`config.mk`:
```
export PLATFORM = sky130hd
export DESIGN_NAME = adc_channel_allocator
export DESIGN_NICKNAME = d
export VERILOG_FILES = /design/src/rtl/aca_pkg.sv /design/src/rtl/aca_pick.sv /design/src/rtl/adc_channel_allocator.sv
export SDC_FILE = /design/constraint.sdc
export NUM_CORES = 1
export LEC_CHECK = 0
export ABC_AREA = 0
export BUFFER_PORTS_ARGS = -buffer_cell sky130_fd_sc_hd__buf_2
export CAP_MARGIN = 25
export CORE_ASPECT_RATIO = 0.5
export CORE_MARGIN = 10
export CORE_UTILIZATION = 35
export CTS_CLUSTER_DIAMETER = 30
export DETAILED_ROUTE_END_ITERATION = 8
export GPL_TIMING_DRIVEN = 0
export SLEW_MARGIN = 0
export SYNTH_ARGS = -nofsm -noshare
export SYNTH_HDL_FRONTEND = slang
export SYNTH_SLANG_ARGS = --single-unit
```
`constraint.sdc`:
```
create_clock -name clk -period 4.1 [get_ports clk]
set_clock_uncertainty 0.2 [all_clocks]
set_input_delay 0.205 -clock clk [delete_from_list [all_inputs] [get_ports clk]]
set_output_delay 0.205 -clock clk [all_outputs]
set_load 0.02 [all_outputs]
```
`src/rtl/aca_pkg.sv`:
```
// ----------------------------------------------------------------------------
// aca_pkg: shared types and constants for the converter channel allocator
// Holds the channel and sensor counts, the operation and status codes, and
// the packed command and result beats.
// ----------------------------------------------------------------------------
package aca_pkg;

  // Resource counts
  localparam int SENSORS  = 8;
  localparam int CHANNELS = 8;

  // Index widths (at least one bit)
  localparam int CH_W = (CHANNELS > 1) ? $clog2(CHANNELS) : 1;
  localparam int SE_W = (SENSORS > 1) ? $clog2(SENSORS) : 1;

  // Operation codes
  typedef enum logic [1:0] {
    OP_RESET    = 2'd0,
    OP_REQUEST  = 2'd1,
    OP_FETCH    = 2'd2,
    OP_COMPLETE = 2'd3
  } op_t;

  // Status codes
  typedef enum logic [2:0] {
    ST_GRANTED    = 3'd0,
    ST_ALL_BUSY   = 3'd1,
    ST_DATA_READY = 3'd2,
    ST_RUNNING    = 3'd3,
    ST_MISMATCH   = 3'd4,
    ST_ACK        = 3'd5
  } status_t;

  // Command beat
  typedef struct packed {
    logic [1:0]         operation;
    logic [2:0]         sensor_index;
    logic [2:0]         channel;
    logic signed [11:0] sample_in;
  } cmd_t;

  // Result beat
  typedef struct packed {
    logic [2:0]         status;
    logic [2:0]         granted_channel;
    logic signed [11:0] sample_out;
  } res_t;

endpackage

```
`src/rtl/aca_pick.sv`:
```
// ----------------------------------------------------------------------------
// aca_pick: lowest set bit finder
// Returns whether any bit of the channel vector is set and the index of the
// lowest one (zero when none is set).
// ----------------------------------------------------------------------------
module aca_pick (
  input  logic [aca_pkg::CHANNELS-1:0] vec,
  output logic                         found,
  output logic [aca_pkg::CH_W-1:0]     idx
);

  // Scan from the top so the lowest set bit wins
  always_comb begin
    found = 1'b0;
    idx   = '0;
    for (int i = aca_pkg::CHANNELS - 1; i >= 0; i--) begin
      if (vec[i]) begin
        found = 1'b1;
        idx   = aca_pkg::CH_W'(i);
      end
    end
  end

endmodule

```
`src/rtl/adc_channel_allocator.sv`:
```
// ----------------------------------------------------------------------------
// adc_channel_allocator: first-free converter channel allocator
// Shares the converter channels among the sensors: grants the lowest free
// channel on request, records completions and samples, hands samples back
// on fetch, and frees every channel on a reset command.
// ----------------------------------------------------------------------------
//  channel   ports                     handshake
//  -------   ------------------------  ------------------------------------
//  command   start, busy, cmd (cmd_t)  beat taken when start && !busy
//  result    done, result (res_t)      one beat per command, valid while done
//
//  One command per cycle is taken while busy is low; an accepted command
//  is held in the input register and its result then loads into the result
//  register, where done marks it valid.
//  busy is registered: set during rst, cleared once rst is low; otherwise commands
//  are never held off. Reset clears the channel maps, sensor records and
//  samples. The result side cannot stall: each result is shown for one cycle.
// ----------------------------------------------------------------------------
module adc_channel_allocator (
  input  logic           clk,
  input  logic           rst,
  input  logic           start,
  output logic           busy,
  input  aca_pkg::cmd_t  cmd,
  output logic           done,
  output aca_pkg::res_t  result
);

  localparam int CN = aca_pkg::CHANNELS;
  localparam int SN = aca_pkg::SENSORS;
  localparam int CW = aca_pkg::CH_W;
  localparam int SW = aca_pkg::SE_W;

  // Channel and sensor state
  logic [CN-1:0]        busy_map, busy_map_next;
  logic [CN-1:0]        running_map, running_map_next;
  logic [CN-1:0]        sensor_channel [SN];
  logic signed [11:0]   sample_store [CN];

  // Input register
  logic                 stg_vld;
  aca_pkg::cmd_t        stg;

  // Decode of the held command
  aca_pkg::op_t         op;
  logic                 sensor_ok, chan_ok;
  logic [SW-1:0]        sens;
  logic [CW-1:0]        chan;
  logic [CN-1:0]        rec;
  logic                 free_found, rec_found;
  logic [CW-1:0]        free_idx, rec_idx;
  logic                 rec_wr, smp_wr;
  aca_pkg::res_t        res_next;

  // Accept gate: held busy by reset, registered
  always_ff @(posedge clk) begin
    if (rst) begin
      busy <= 1'b1;
    end else begin
      busy <= 1'b0;
    end
  end

  // Input register
  always_ff @(posedge clk) begin
    if (rst) begin
      stg_vld <= 1'b0;
    end else begin
      stg_vld <= start && !busy;
    end
  end

  always_ff @(posedge clk) begin
    if (start && !busy) begin
      stg <= cmd;
    end
  end

  assign op        = aca_pkg::op_t'(stg.operation);
  assign sensor_ok = (32'(stg.sensor_index) < SN);
  assign chan_ok   = (32'(stg.channel) < CN);
  assign sens      = SW'(stg.sensor_index);
  assign chan      = CW'(stg.channel);
  assign rec       = sensor_channel[sens];

  // Lowest free channel for requests, recorded channel for fetches
  aca_pick u_free (
    .vec   (~busy_map),
    .found (free_found),
    .idx   (free_idx)
  );

  aca_pick u_rec (
    .vec   (rec),
    .found (rec_found),
    .idx   (rec_idx)
  );

  // Operation logic
  always_comb begin
    busy_map_next    = busy_map;
    running_map_next = running_map;
    rec_wr           = 1'b0;
    smp_wr           = 1'b0;
    res_next         = '{status: aca_pkg::ST_ACK, granted_channel: '0, sample_out: '0};
    unique case (op)
      aca_pkg::OP_RESET: begin
        busy_map_next    = '0;
        running_map_next = '0;
      end
      aca_pkg::OP_REQUEST: begin
        if (!sensor_ok) begin
          res_next.status = aca_pkg::ST_MISMATCH;
        end else if (!free_found) begin
          res_next.status = aca_pkg::ST_ALL_BUSY;
        end else begin
          busy_map_next[free_idx]    = 1'b1;
          running_map_next[free_idx] = 1'b1;
          rec_wr                     = 1'b1;
          res_next.status            = aca_pkg::ST_GRANTED;
          res_next.granted_channel   = 3'(free_idx);
        end
      end
      aca_pkg::OP_FETCH: begin
        if (!sensor_ok || !rec_found) begin
          res_next.status = aca_pkg::ST_MISMATCH;
        end else if (running_map[rec_idx]) begin
          res_next.status          = aca_pkg::ST_RUNNING;
          res_next.granted_channel = 3'(rec_idx);
        end else begin
          busy_map_next[rec_idx]   = 1'b0;
          res_next.status          = aca_pkg::ST_DATA_READY;
          res_next.granted_channel = 3'(rec_idx);
          res_next.sample_out      = sample_store[rec_idx];
        end
      end
      aca_pkg::OP_COMPLETE: begin
        if (chan_ok) begin
          running_map_next[chan] = 1'b0;
          smp_wr                 = 1'b1;
        end
      end
      default: begin
        res_next.status = aca_pkg::ST_ACK;
      end
    endcase
  end

  // State update
  always_ff @(posedge clk) begin
    if (rst) begin
      busy_map    <= '0;
      running_map <= '0;
      for (int i = 0; i < SN; i++) begin
        sensor_channel[i] <= '0;
      end
      for (int i = 0; i < CN; i++) begin
        sample_store[i] <= '0;
      end
    end else if (stg_vld) begin
      busy_map    <= busy_map_next;
      running_map <= running_map_next;
      if (rec_wr) begin
        sensor_channel[sens] <= CN'(1) << free_idx;
      end
      if (smp_wr) begin
        sample_store[chan] <= stg.sample_in;
      end
    end
  end

  // Result register
  always_ff @(posedge clk) begin
    if (rst) begin
      done <= 1'b0;
    end else begin
      done <= stg_vld;
    end
  end

  always_ff @(posedge clk) begin
    if (stg_vld) begin
      result <= res_next;
    end
  end

  // A channel can only be converting while it is allocated
  a_run_in_busy: assert property (@(posedge clk) disable iff (rst)
    (running_map & ~busy_map) == '0)
    else $error("running channel not marked busy");

  // Every accepted beat yields a result after the input and result registers
  a_accept_done: assert property (@(posedge clk) disable iff (rst)
    (start && !busy) |=> ##1 done)
    else $error("accepted command produced no result");

  // A granted channel is marked busy when the grant is reported
  a_grant_busy: assert property (@(posedge clk) disable iff (rst)
    (done && result.status == aca_pkg::ST_GRANTED) |-> busy_map[CW'(result.granted_channel)])
    else $error("granted channel not busy");

  // Sample data only travels with a data-ready status
  a_sample_zero: assert property (@(posedge clk) disable iff (rst)
    (done && result.status != aca_pkg::ST_DATA_READY) |-> (result.sample_out == '0))
    else $error("sample returned without data ready");

endmodule
```
# ---- Yosys cells after proc, flatten, opt, wreduce, memory -nomap -nowiden
# Memory sizes are Yosys's and may differ from the RTL's. A register that Yosys moved wholly into a read port is not among the register bits.
# Cells that the tools add are included.
dict set report word_totals {
  register_bits 57
  ramBits 160
  output_inout_bits 20
  elab_cells 122
  n_memories 2
}
dict set report op_classes {
  order_cmp 6
  n_eq_ne 6
  shifts 1
  n_mux 73
  bitwise_logic 9
  reduce_logical 13
}
# memory words width read_ports rd_ports_with_merged_regs write_ports line_no
set memory_table {}
lappend memory_table {sample_store 8 12 1 0 8 adc_channel_allocator.sv:38} ;# logic signed [11:0] sample_store [CN];
lappend memory_table {sensor_channel 8 8 1 1 8 adc_channel_allocator.sv:37} ;# logic [CN-1:0] sensor_channel [SN];
# cell count
set op_table {}
lappend op_table {{two-way mux 3 bit} 21}
lappend op_table {{case mux 8 bit (3 select lines)} 2}
lappend op_table {{two-way mux 8 bit} 5}
lappend op_table {{two-way mux 1 bit} 36}
lappend op_table {{two-way mux 12 bit} 2}
lappend op_table {{inverter 8 bit} 3}
lappend op_table {{bitwise AND 8 bit} 2}
lappend op_table {{OR 8 bit} 2}
lappend op_table {{two-way mux 15 bit} 1}
lappend op_table {{less-than comparator 3 x 4 -> 1 bit, second input constant} 3}
lappend op_table {{case mux 6 bit (2 select lines)} 1}
lappend op_table {{OR reduction 12 bit} 1}
lappend op_table {{demux 1 bit (select 3 bit)} 3}
lappend op_table {{greater-or-equal comparator 3 x 1 -> 1 bit, second input constant} 3}
lappend op_table {{OR reduction 8 bit} 1}
lappend op_table {{left shift 1 x 3 -> 8 bit, first input constant} 1}
lappend op_table {{inequality test 2 bit, second input constant} 3}
lappend op_table {{nonzero test 3 bit} 2}
lappend op_table {{AND reduction 5 bit} 1}
lappend op_table {{equality test 2 bit, second input constant} 2}
lappend op_table {{logical AND 1 bit} 4}
lappend op_table {{two-way mux 4 bit} 1}
lappend op_table {{binary-select mux 1 bit (select 3 bit)} 1}
lappend op_table {{AND reduction 3 bit} 1}
lappend op_table {{5 further kinds} 6}

# ---- Logic depth before layout (Yosys ltp)
dict set report logic_depth {
  ltp_word 17
  depth_mapped 12
  depth_no_buf 8
}

# ---- Cells and area by module
# Synthesis repeated with hierarchy kept, for this count alone.
dict set report unflattened {
  hier_cells 781
  area_unflattened_um2 9925.8
}
# mod instances cells_each area_each_um2 seq_area_each_um2
set by_module_without_submodules {}
lappend by_module_without_submodules {adc_channel_allocator 1 755 9765.6 6386.1}
lappend by_module_without_submodules {aca_pick 2 13 80.1 0.0}

# ---- Worst setup path before layout
# OpenSTA, ideal clock, no wires.
dict set report synth_path {
  path_type {register to register}
  startpoint {register with a tool-made name}
  endpoint {register busy_map[3]}
  setup_time_ps 123
  arrival_time_ps 3021
  t_required_ps 3777
  slack_ps 756
  stages_incl_launch_ff 10
  cell_sequence {dfxtp_1 buf_6 mux4_1 mux2_2 a221o_1 a22o_4 a211o_1 and4b_1 nor2_8 mux2_1}
}
# element line_no
set synth_lines {}
lappend synth_lines {{end signal: assignment} adc_channel_allocator.sv:161} ;# busy_map <= busy_map_next;
lappend synth_lines {{end: declaration} adc_channel_allocator.sv:35} ;# logic [CN-1:0] busy_map, busy_map_next;

==> qor.txt <==
Status - complete, no violations
Pin count of the biggest net entering global routing - 21
Async SR Flop Fraction - 0%
R2r worst-path depth - 10
I/O Pins - 43
Non-filler cells, final - 1271
Initial core utilization - 35.4%
Fin crit share - 97.2%
Syn nets - 780
Via density per instance - 5.21
NumNets Final - 889
Seq/Total Area, Yosys - 65.2%
Maxcap violations - 0
Final setup vio count - 0
Width of the die - 257 um
Final Hold Fails - 0
Ys Warns - 0
Max-slew headroom - 37.1%
Hold WC Path Type - in2reg
Worst setup SP type - register
Antenna diode count - 0
CP Data Arrival Time - 4080 ps
Vias - 6624
Syn_area_per_cell - 13.0 sq um
Initial antenna violation count - 0
Data required time of the critical path - 4200 ps
Core ar. - 27700 sq um
RSZ-0062 raised after global routing - false
Crit-path max FO - 10
Row cnt - 43
Post-synthesis cell count - 754
Final Util - 43.5%
Setup WS post-layout - 117 ps
Clk sinks - 220
Leakage - 4.24 nW
Clock Latency Late Sink - 500 ps
Distinct cells, synth - 59
DR pass1 iterations - 5
Slew Limit Fails - 0
Final Cell Area - 12000 sq um
Fmax - 251 MHz
Pre-CTS setup slack - -423 ps
CTS root buf - clkbuf_16
Drt total wl - 25500 um
Fin crit period - 3980 ps
H-Tree Depth - 2
Die H - 138 um
Post-Syn Area - 9800 sq um
Die area - 35500 sq um
Area after DPL - 10600 sq um
Reg area - 6390 sq um
Worst Hold Depth - 2
Vias in the first global route - 6679
Post-Place Cells - 1183
DP HPWL - 17200 um
Antenna Nets Post-Route - 0
Final Power - 5.95 mW
Max Root-Sink Buffers - 3
Total GRT Usage - 14.0%
Drt drc - 0
Yosys top cell area share - 60.7%
CTS Buf Count - 36
#FFs+latches synth - 220
I/O Buffers - 42
Multi-input logic area - 3250 sq um
Worst slew pin tran - 938 ps
CTS tree - yes
Iteration-0 DRC Markers - 820
Pwr/cell area - 496 nW/um^2
WL per Instance - 20.1 um
Reg clk slew, reported paths - 60 ps
First-pass GRT wire length - 39400 um
Crit. End Element - register
Largest area contributor in the synthesized netlist - edfxtp_1
Worst VDD drop - 0.208 mV
Gr ovfl total - 0
Number of synthesized flops with an enable pin - 198
Fillers - 2561
Post-synth top flop - edfxtp_1
Leading post-synthesis cells by cell area - edfxtp_1 (61%), and2_1 (6.3%), dfxtp_1 (4.5%)
CP Class - reg2reg
RD Place Congestion - 0.862
Fraction of layout cells with a size suffix above 1 - 18.1%
Area delta synth->final - 22.6%
synthesized netlist by cell type (9+ instances only):
library cell / number
clkbuf_1: 30
nor2_1: 100
a31oi_1: 24
and2_1: 98
mux4_2: 12
inv_1: 13
dfxtp_1: 22
a22oi_1: 15
nand2_1: 55
edfxtp_1: 198
mux2i_1: 21
a222oi_1: 9
o21ai_0: 19
nor3_1: 10
where the power goes:
part | switching (mW) | internal (mW)
logic | 0.313 | 0.183
clock network | 1.06 | 1.85
registers | 0.0330 | 2.52
total | 1.40 | 4.55
critical path, cell delays in order (launching register included):
cell      delay (ps)
dfxtp_1          450
buf_2            330
buf_2            320
mux4_2           370
mux2i_2          310
nand2_1          270
o31a_1           480
nor2_2           490
a222oi_1         120
a21boi_0         160
a31oi_1          270
stage by stage:
stage,hold slack [ps],setup TNS (ps)
3_5_place_dp,183,-2890
5_1_grt,29.5,0
6_report,24.2,0
3_3_place_gp,183,-11010
2_1_floorplan,32.7,0
4_1_cts,18.2,-17.2
per-layer routing:
metal,up-vias,share of wire (%),global-route usage [%]
li1,3065,-,-
met1,3302,43,17.8
met2,214,50,24.4
met3,43,5.9,2.42
met4,0,1.8,3.56
met5,-,0,0
worst paths after layout:
check / from / end / slack [ps]
max: register / result[4] / 120
max reg2reg: register / result[4] / 120
min: start / op[1] / 20
min reg2reg: busy_map[7] / busy_map[7] / 330
cells by family after synthesis:
kind of cell             share of synthesized area, %
AND/OR/NAND/NOR                                  16.6
multiplexers                                     6.78
AO/OA/AOI/OAI                                    8.92
buffers and inverters                            2.21
flip-flops                                       65.2
adder cells (fa/ha/maj)                         0.383
state kept, by name (all words and copies together) (netlist names), named ones only:
signal	count
sample_store	96
sens	3
done	1
sensor_channel	64
busy_map	8
running_map	8
stg_vld	1
chan	3
stg	12
op	2
result	18
busy	1
layout make-up:
class / instances / area share, %
sequential: 220 / 53.1
multi-input combinational: 482 / 27.1
clock buffer: 40 / 7.80
timing repair buffer: 71 / 4.25
tap: 382 / 3.98
clock inverter: 24 / 1.88
buffer: 39 / 1.47
inverter: 13 / 0.406
cell usage in the layout (no fill, tap or decap), types with 6 or more instances in the layout:
cell type and instances:
nand3_1 7, edfxtp_1 198, nand2b_1 6, buf_2 47, clkbuf_16 37, and2_1 98, or2_2 7, mux2_2 6
o21ai_1 7, nor3_1 10, mux4_2 12, mux2i_1 19, nor2_1 95, nand2_1 55, buf_6 6, o21ai_0 12
clkinv_2 6, inv_1 13, a22oi_1 15, a31oi_1 24, dfxtp_1 22, dlygate4sd3_1 21, a222oi_1 9, clkbuf_1 28
nand3b_1 7
timing repair:
action,CTS,global route
gates resized for setup,12,9
hold buffers,21,0
endpoints found under the setup margin,15,16
hold endpoints to repair,29,0
pin swaps,1,0
buffers inserted,2,0
(Power assumes the default switching activity.)
